===== src/hdl/btalloc_pkg.sv =====
// ----------------------------------------------------------------------------
// btalloc_pkg
// Shared types and constants for the boundary-tag best-fit allocator.
// ----------------------------------------------------------------------------
package btalloc_pkg;

	localparam int HEAP_BYTES_DEF = 16384;
	localparam int INIT_CHUNK_DEF = 256;
	// byte offsets carry headroom so that sums and wrapped differences stay visible
	localparam int OW = 34;
	localparam int TW = 32;
	localparam logic [TW-1:0] SIZE_MASK = 32'hFFFF_FFF8;

	localparam logic [1:0] ST_OK   = 2'd0;
	localparam logic [1:0] ST_ZERO = 2'd1;
	localparam logic [1:0] ST_OOM  = 2'd2;

	typedef enum logic [4:0] {
		CMD_NONE,
		CMD_CLEAR,
		CMD_ACCEPT,
		CMD_WALK_RD,
		CMD_WALK,
		CMD_BEST_RD,
		CMD_LAST_RD,
		CMD_EXT,
		CMD_GROW_H,
		CMD_GROW_F,
		CMD_GROW_E,
		CMD_FREE_RD,
		CMD_FREE_HDR,
		CMD_FREE_FTR,
		CMD_M_PF,
		CMD_M_PH,
		CMD_M_NH,
		CMD_M_SUM,
		CMD_M_WH,
		CMD_M_WF,
		CMD_CARVE_RD,
		CMD_CARVE_H,
		CMD_CARVE_F,
		CMD_CARVE_RH,
		CMD_CARVE_RF,
		CMD_PUSH
	} dp_cmd_t;

	typedef struct packed {
		logic op;
		logic zero_req;
		logic free_bad;
		logic hdr_bad;
		logic walk_stop;
		logic found;
		logic oom;
		logic both_alloc;
		logic split;
		logic clr_last;
	} dp_status_t;

	typedef enum logic [4:0] {
		S_CLR,
		S_IDLE,
		S_CHK,
		S_WALK,
		S_W_END,
		S_EXT,
		S_G_H,
		S_G_F,
		S_G_E,
		S_F_HDR,
		S_F_FTR,
		S_M_PF,
		S_M_PH,
		S_M_NH,
		S_M_SUM,
		S_M_WH,
		S_M_WF,
		S_C_RD,
		S_C_H,
		S_C_F,
		S_C_RH,
		S_C_RF,
		S_OUT
	} state_t;

endpackage


===== src/hdl/btalloc_ctrl.sv =====
// ----------------------------------------------------------------------------
// btalloc_ctrl
// Sequencer for allocate, free, merge, grow and split; owns the handshakes.
// ----------------------------------------------------------------------------
module btalloc_ctrl (
	input  logic                    clk,
	input  logic                    arst_n,
	input  logic                    s_tvalid,
	output logic                    s_tready,
	output logic                    m_tvalid,
	input  logic                    m_tready,
	input  btalloc_pkg::dp_status_t st,
	output btalloc_pkg::dp_cmd_t    cmd
);
	import btalloc_pkg::*;

	state_t state_q, state_d;
	logic   m_valid_q;
	logic   push;
	logic   out_free;

	assign out_free = !m_valid_q || m_tready;
	assign push     = cmd == CMD_PUSH;
	assign m_tvalid = m_valid_q;
	assign s_tready = state_q == S_IDLE;

	always_ff @(posedge clk or negedge arst_n) begin
		if (!arst_n) begin
			state_q   <= S_CLR;
			m_valid_q <= 1'b0;
		end else begin
			state_q <= state_d;
			if (push)
				m_valid_q <= 1'b1;
			else if (m_tready)
				m_valid_q <= 1'b0;
		end
	end

	always_comb begin
		state_d = state_q;
		cmd     = CMD_NONE;
		unique case (state_q)
			S_CLR: begin
				cmd = CMD_CLEAR;
				if (st.clr_last)
					state_d = S_IDLE;
			end
			S_IDLE: begin
				if (s_tvalid) begin
					cmd     = CMD_ACCEPT;
					state_d = S_CHK;
				end
			end
			S_CHK: begin
				if (st.op) begin
					if (st.free_bad)
						state_d = S_OUT;
					else begin
						cmd     = CMD_FREE_RD;
						state_d = S_F_HDR;
					end
				end else if (st.zero_req)
					state_d = S_OUT;
				else begin
					cmd     = CMD_WALK_RD;
					state_d = S_WALK;
				end
			end
			// one block tag per cycle
			S_WALK: begin
				cmd = CMD_WALK;
				if (st.walk_stop)
					state_d = S_W_END;
			end
			S_W_END: begin
				if (st.found) begin
					cmd     = CMD_BEST_RD;
					state_d = S_C_H;
				end else begin
					cmd     = CMD_LAST_RD;
					state_d = S_EXT;
				end
			end
			S_EXT: begin
				cmd     = CMD_EXT;
				state_d = st.oom ? S_OUT : S_G_H;
			end
			S_G_H: begin
				cmd     = CMD_GROW_H;
				state_d = S_G_F;
			end
			S_G_F: begin
				cmd     = CMD_GROW_F;
				state_d = S_G_E;
			end
			S_G_E: begin
				cmd     = CMD_GROW_E;
				state_d = S_M_PF;
			end
			S_F_HDR: begin
				if (st.hdr_bad)
					state_d = S_OUT;
				else begin
					cmd     = CMD_FREE_HDR;
					state_d = S_F_FTR;
				end
			end
			S_F_FTR: begin
				cmd     = CMD_FREE_FTR;
				state_d = S_M_PF;
			end
			S_M_PF: begin
				cmd     = CMD_M_PF;
				state_d = S_M_PH;
			end
			S_M_PH: begin
				cmd     = CMD_M_PH;
				state_d = S_M_NH;
			end
			S_M_NH: begin
				cmd     = CMD_M_NH;
				state_d = S_M_SUM;
			end
			S_M_SUM: begin
				cmd = CMD_M_SUM;
				if (st.both_alloc)
					state_d = st.op ? S_OUT : S_C_RD;
				else
					state_d = S_M_WH;
			end
			S_M_WH: begin
				cmd     = CMD_M_WH;
				state_d = S_M_WF;
			end
			S_M_WF: begin
				cmd     = CMD_M_WF;
				state_d = st.op ? S_OUT : S_C_RD;
			end
			S_C_RD: begin
				cmd     = CMD_CARVE_RD;
				state_d = S_C_H;
			end
			S_C_H: begin
				cmd     = CMD_CARVE_H;
				state_d = S_C_F;
			end
			S_C_F: begin
				cmd     = CMD_CARVE_F;
				state_d = st.split ? S_C_RH : S_OUT;
			end
			S_C_RH: begin
				cmd     = CMD_CARVE_RH;
				state_d = S_C_RF;
			end
			S_C_RF: begin
				cmd     = CMD_CARVE_RF;
				state_d = S_OUT;
			end
			S_OUT: begin
				if (out_free) begin
					cmd     = CMD_PUSH;
					state_d = S_IDLE;
				end
			end
			default: state_d = S_IDLE;
		endcase
	end

endmodule


===== config.mk =====
export PLATFORM = sky130hd
export DESIGN_NAME = btalloc_ctrl
export DESIGN_NICKNAME = d
export VERILOG_FILES = /design/src/hdl/btalloc_pkg.sv /design/src/hdl/btalloc_ctrl.sv
export SDC_FILE = /design/constraint.sdc
export NUM_CORES = 1
export LEC_CHECK = 0
export ABC_AREA = 1
export BUFFER_PORTS_ARGS = -buffer_cell sky130_fd_sc_hd__buf_2
export CAP_MARGIN = 30
export CORE_MARGIN = 4
export CORE_UTILIZATION = 50
export DETAILED_ROUTE_END_ITERATION = 6
export PLACE_DENSITY = 0.83
export SETUP_SLACK_MARGIN = 0.05
export SYNTH_ARGS = -nofsm -noshare
export SYNTH_HDL_FRONTEND = slang
export SYNTH_SLANG_ARGS = --single-unit

===== constraint.sdc =====
create_clock -name clk -period 1.67 [get_ports clk]
set_clock_uncertainty 0.1 [all_clocks]
set_input_delay 0.334 -clock clk [delete_from_list [all_inputs] [get_ports clk]]
set_output_delay 0.334 -clock clk [all_outputs]
set_load 0.005 [all_outputs]

==> run metrics, run 1 <==
Post-synth EDFFs=0; post-synthesis xor/xnor area fraction=0%; I/O Pins=21; gpl congestion=1.03; Compound-Gate Fraction of Synth Area=14.6%; syn_area_per_cell=5.13 sq um; status=aborted with a tool error; placed cell count=269; FFs w/ async S/R, synth=100%; Root Buffer=clkbuf_4; stopping stage=global routing (5_1_grt); CTS max path bufs=2; Seq/Total Area, Yosys=16.2%; initial core utilization=53.2%; largest family of logic cells by synthesized area=simple AND/OR/NAND/NOR gates; PortBufs=20; multiplexer share of the synthesized area=0%; row count=15; simple-gate portion of the synthesized area=57.5%; largest net degree at the start of global routing=10; Log Error=[ERROR GRT-0232] Routing congestion too high. Check the congestion heatmap in the GUI.; Primary FF master, synth=dfrtp_1; clock sink count=6; Seq cells post-synth=6; Die Y=51.1 um; Die W=51.1 um; Num CTS Buffers=3; global route overflow=57; Net Count, Synth=195; Crit. endpoint post-GRT repair=cmd[3]; Post-Synth Adder-Cell Area=0%; mapped cell area=928 sq um; Worst EP Category=top-level output; Syn Inst Count=181; yosys warns=0; Detail Placement HPWL=3.13 mm; GRT Util Overall=69.3%; unique cell type count in the Yosys netlist=25; H-tree depth=1
kinds of logic after synthesis:
logic type | count (synthesis)
simple gates | 123
buf+inv | 29
flops | 6
compound gates | 23
layer usage:
layer / GRT usage, % / overflow
met1: 67.0 / 0
met2: 91.8 / 32
met3: 41.1 / 0
met4: 84.8 / 25
met5: 0 / 0
synthesized netlist by cell type, types with 2 or more instances:
cell type | n | area [sq um]
inv_2 | 5 | 18.8
nand4_1 | 4 | 25.0
nand3_1 | 9 | 45.0
nand3_2 | 2 | 20.0
nor3_1 | 8 | 40.0
nand2_1 | 56 | 210
o21ai_1 | 2 | 10.0
o21ai_0 | 9 | 45.0
inv_1 | 24 | 90.1
nor2_1 | 33 | 124
nand2_2 | 2 | 12.5
dfrtp_1 | 6 | 150
a211oi_1 | 2 | 15.0
a21oi_1 | 5 | 25.0
nor2_2 | 4 | 25.0
stage by stage:
| stage | setup slack [ns] | instance area (sq um) |
|---|---|---|
| CTS | -0.324 | 1580 |
| detailed placement | -0.207 | 1380 |
| global placement | -0.128 | 1380 |
| floorplan | 0.0739 | 928 |
what timing repair did:
| item | in CTS |
|---|---|
| pin swaps | 4 |
| cloned | 0 |
| setup buffers | 2 |
| endpoints found under the setup margin | 11 |
| hold buffers | 1 |
| endpoints found under the hold margin | 6 |
| resized for setup | 47 |
==> run 2, diff against run 1 <==
Settings changed: CORE_AREA set to 4 4 65 67, CORE_MARGIN 4 to not set, CORE_UTILIZATION 50 to not set, DIE_AREA set to 0 0 69 71, PLACE_DENSITY 0.83 to not set, PLACE_DENSITY_LB_ADDON set to 0.15, SETUP_SLACK_MARGIN 0.05 to not set.
==> run 2 against run 1 <==
Net effect: the flow now finishes, with violations (setup timing); synthesized cell count unchanged; synthesized area stayed put.
==> run metrics, run 2 <==
CP Class=reg -> out; Die W=69 um (+35%); die footprint=0.00490 sq mm; clock-pin slew on the worst setup and hold paths=0.04 ns; failing checks=setup timing; Net Count, Synth=195 (unchanged); clk_lat worst skew=0.22 ns; final setup vio count=10; Post-synth EDFFs=0 (unchanged); number of DRC markers in iteration 0=87; cell-by-cell trace of the critical path=inv_6 > buf_6 > nor2_4 > a21oi_2 > inv_2 > a21oi_2 > nand4_1 > buf_2; Antenna diodes=0; Num CTS Buffers=3 (unchanged); Critical Path AT=1.61 ns; design area=0.00179 sq mm; Syn-to-layout area delta=92.9%; H-tree depth=1 (unchanged); syn_area_per_cell=5.13 sq um (unchanged); CP Launch Type=flop; Syn Inst Count=181 (unchanged); nets=282; crit-path max cell delay=0.45 ns; count leader, synth=nand2_1; Final Power=3.02 mW; global route overflow=0; CTS max path bufs=2 (unchanged); CP required=1.24 ns; Worst path slowest cell=dfrtp_2; Fillers=379; CTS tree=done; CP max FO=5; post-layout min period=2.04 ns; core area=0.00363 sq mm; routed len/inst=12.7 um; Final Non-Filler Cells=314; Seq/Total Area, Yosys=16.2% (unchanged); FF/Latch Area=156 sq um; register with the most flip-flops=state_q; Static Leak=0.999 nW; Post-Place Worst Slack=-0.204 ns (+0.00270 ns); antenna violations before repair=0; Multi-input gate area=836 sq um; Max VDD drop=865 uV; global-route wire length before repair=6.56 mm; row count=22 (+7); Root Buffer=clkbuf_8; Worst-Margin Slew=0.464 ns; commonest non-fill, non-tap cell in the layout=buf_4; Final Hold Viols=0; largest net degree at the start of global routing=8; Seq cells post-synth=6 (unchanged); GRT Util Overall=16.2%; Slew HR=68.8%; Primary FF master, synth=dfrtp_1; Pre-Repair DR Iteration Count=4; PortBufs=20 (unchanged); most frequent cells in the layout=buf_4 (56), nand2_1 (48), nor2_1 (23); detailed-route DRC error count=0; gpl congestion=0.928 (-9.6%); mapped cell area=928 sq um (unchanged); max frequency=490 MHz; RSZ-0062 raised after global routing=yes; Synth area leaders=nand2_1 (23%), dfrtp_1 (16%), nor2_1 (13%); DRT antenna net count=0; WL final=4.00 mm; CP dominant cell by count=a21oi_2; commonest cells in the netlist=nand2_1 (56), nor2_1 (33), inv_1 (24), nand3_1 (9), o21ai_0 (9); cell taking the most area after synthesis=nand2_1; worst min-delay path class=in -> reg; area share of the largest cell type after synthesis=22.6% (unchanged); final worst slack=-0.372 ns; Setup TNS=-2.08 ns; vias in the first global route=1421; vias post-DR=1492; status=complete, but fails checks; yosys warns=0 (unchanged); initial core utilization=25.6% (-28 points); number of flip-flops in the largest register=5; FFs w/ async S/R, synth=100% (unchanged); max-cap viol count=0; unique cell type count in the Yosys netlist=25 (unchanged); Detail Placement HPWL=3.14 mm (+0.41%); Final period util=122%; Slew Viols, Final=0; Power Dens Cells=1690 mW/mm^2; Die Y=71 um (+39%); Placed Instance Area=0.00146 sq mm (+5.3%); CP Capture Type=output pin; placed cell count=298 (+11%); share of layout cells above drive strength 1=53.4%; Vias/cell=4.75; I/O Pins=21 (unchanged); clock sink count=6 (unchanged)
-- run 2: power breakdown --
group / internal (mW) / switching (mW) / total [mW]
registers: 0.221 / 0.134 / 0.356
logic: 1.14 / 1.31 / 2.45
clock network: 0.155 / 0.0604 / 0.215
total: 1.52 / 1.50 / 3.02
-- run 2: cell type report --
| class | count | area share (%) |
|---|---|---|
| clock buffer | 3 | 2.31 |
| sequential | 6 | 8.74 |
| timing repair inverter | 1 | 0.419 |
| timing repair buffer | 81 | 32.1 |
| inverter | 29 | 6.36 |
| multi-input combinational | 146 | 46.7 |
| tap | 48 | 3.35 |
-- run 2: timing repair --
action                                  in CTS  in global routing
endpoints found under the setup margin      10                 11
pin swaps                                    6                  2
hold buffers                                 1                  0
buffers inserted                             6                  5
cloned                                       1                  0
hold endpoints to repair                     6                  0
resized for setup                           39                 24
-- run 2: metrics by stage --
| stage | util, % | hold slack (ns) |
|---|---|---|
| after global placement | 40.1 | 0.0626 |
| after CTS | 46.2 | 0.264 |
| final | 49.3 | 0.259 |
| after floorplan | - | -0.0616 |
| after global routing | 49.3 | 0.283 |
| after detailed placement | 40.1 | 0.0641 |
-- run 2: routing by layer --
| metal | track usage, % | part of all wire (%) |
|---|---|---|
| met5 | 0 | 0 |
| met4 | 4.12 | 1.9 |
| met3 | 1.99 | 3.9 |
| met2 | 27.9 | 49 |
| met1 | 21.3 | 46 |
-- run 2: cell families after synthesis --
logic type	share of synthesized area (%)
AND/OR/NAND/NOR	57.5
buffers and inverters	11.7
AO/OA/AOI/OAI	14.6
flip-flops	16.2
-- run 2: worst paths after layout --
kind                       startpoint    endpoint  slack [ns]  cells after the start
hold / removal               m_tready    m_tvalid        0.26                      2
setup reg to reg           state_q[4]  state_q[2]       -0.21                     13
setup / recovery           state_q[4]      cmd[1]       -0.37                      8
min in group asynchronous      arst_n  state_q[4]        0.37                      2
hold reg to reg              m_tvalid    m_tvalid        0.50                      2
max in group asynchronous      arst_n  state_q[2]        0.94                      2
-- run 2: critical path, delay by kind of cell, from the launching register on --
kind	cells	cell delay, ns
AOI/OAI and AO/OA	2	0.32
buffers and inverters	4	0.45
DFF	1	0.45
and+or+nand+nor	2	0.16
No activity file was read; power rests on OpenSTA's default activity.
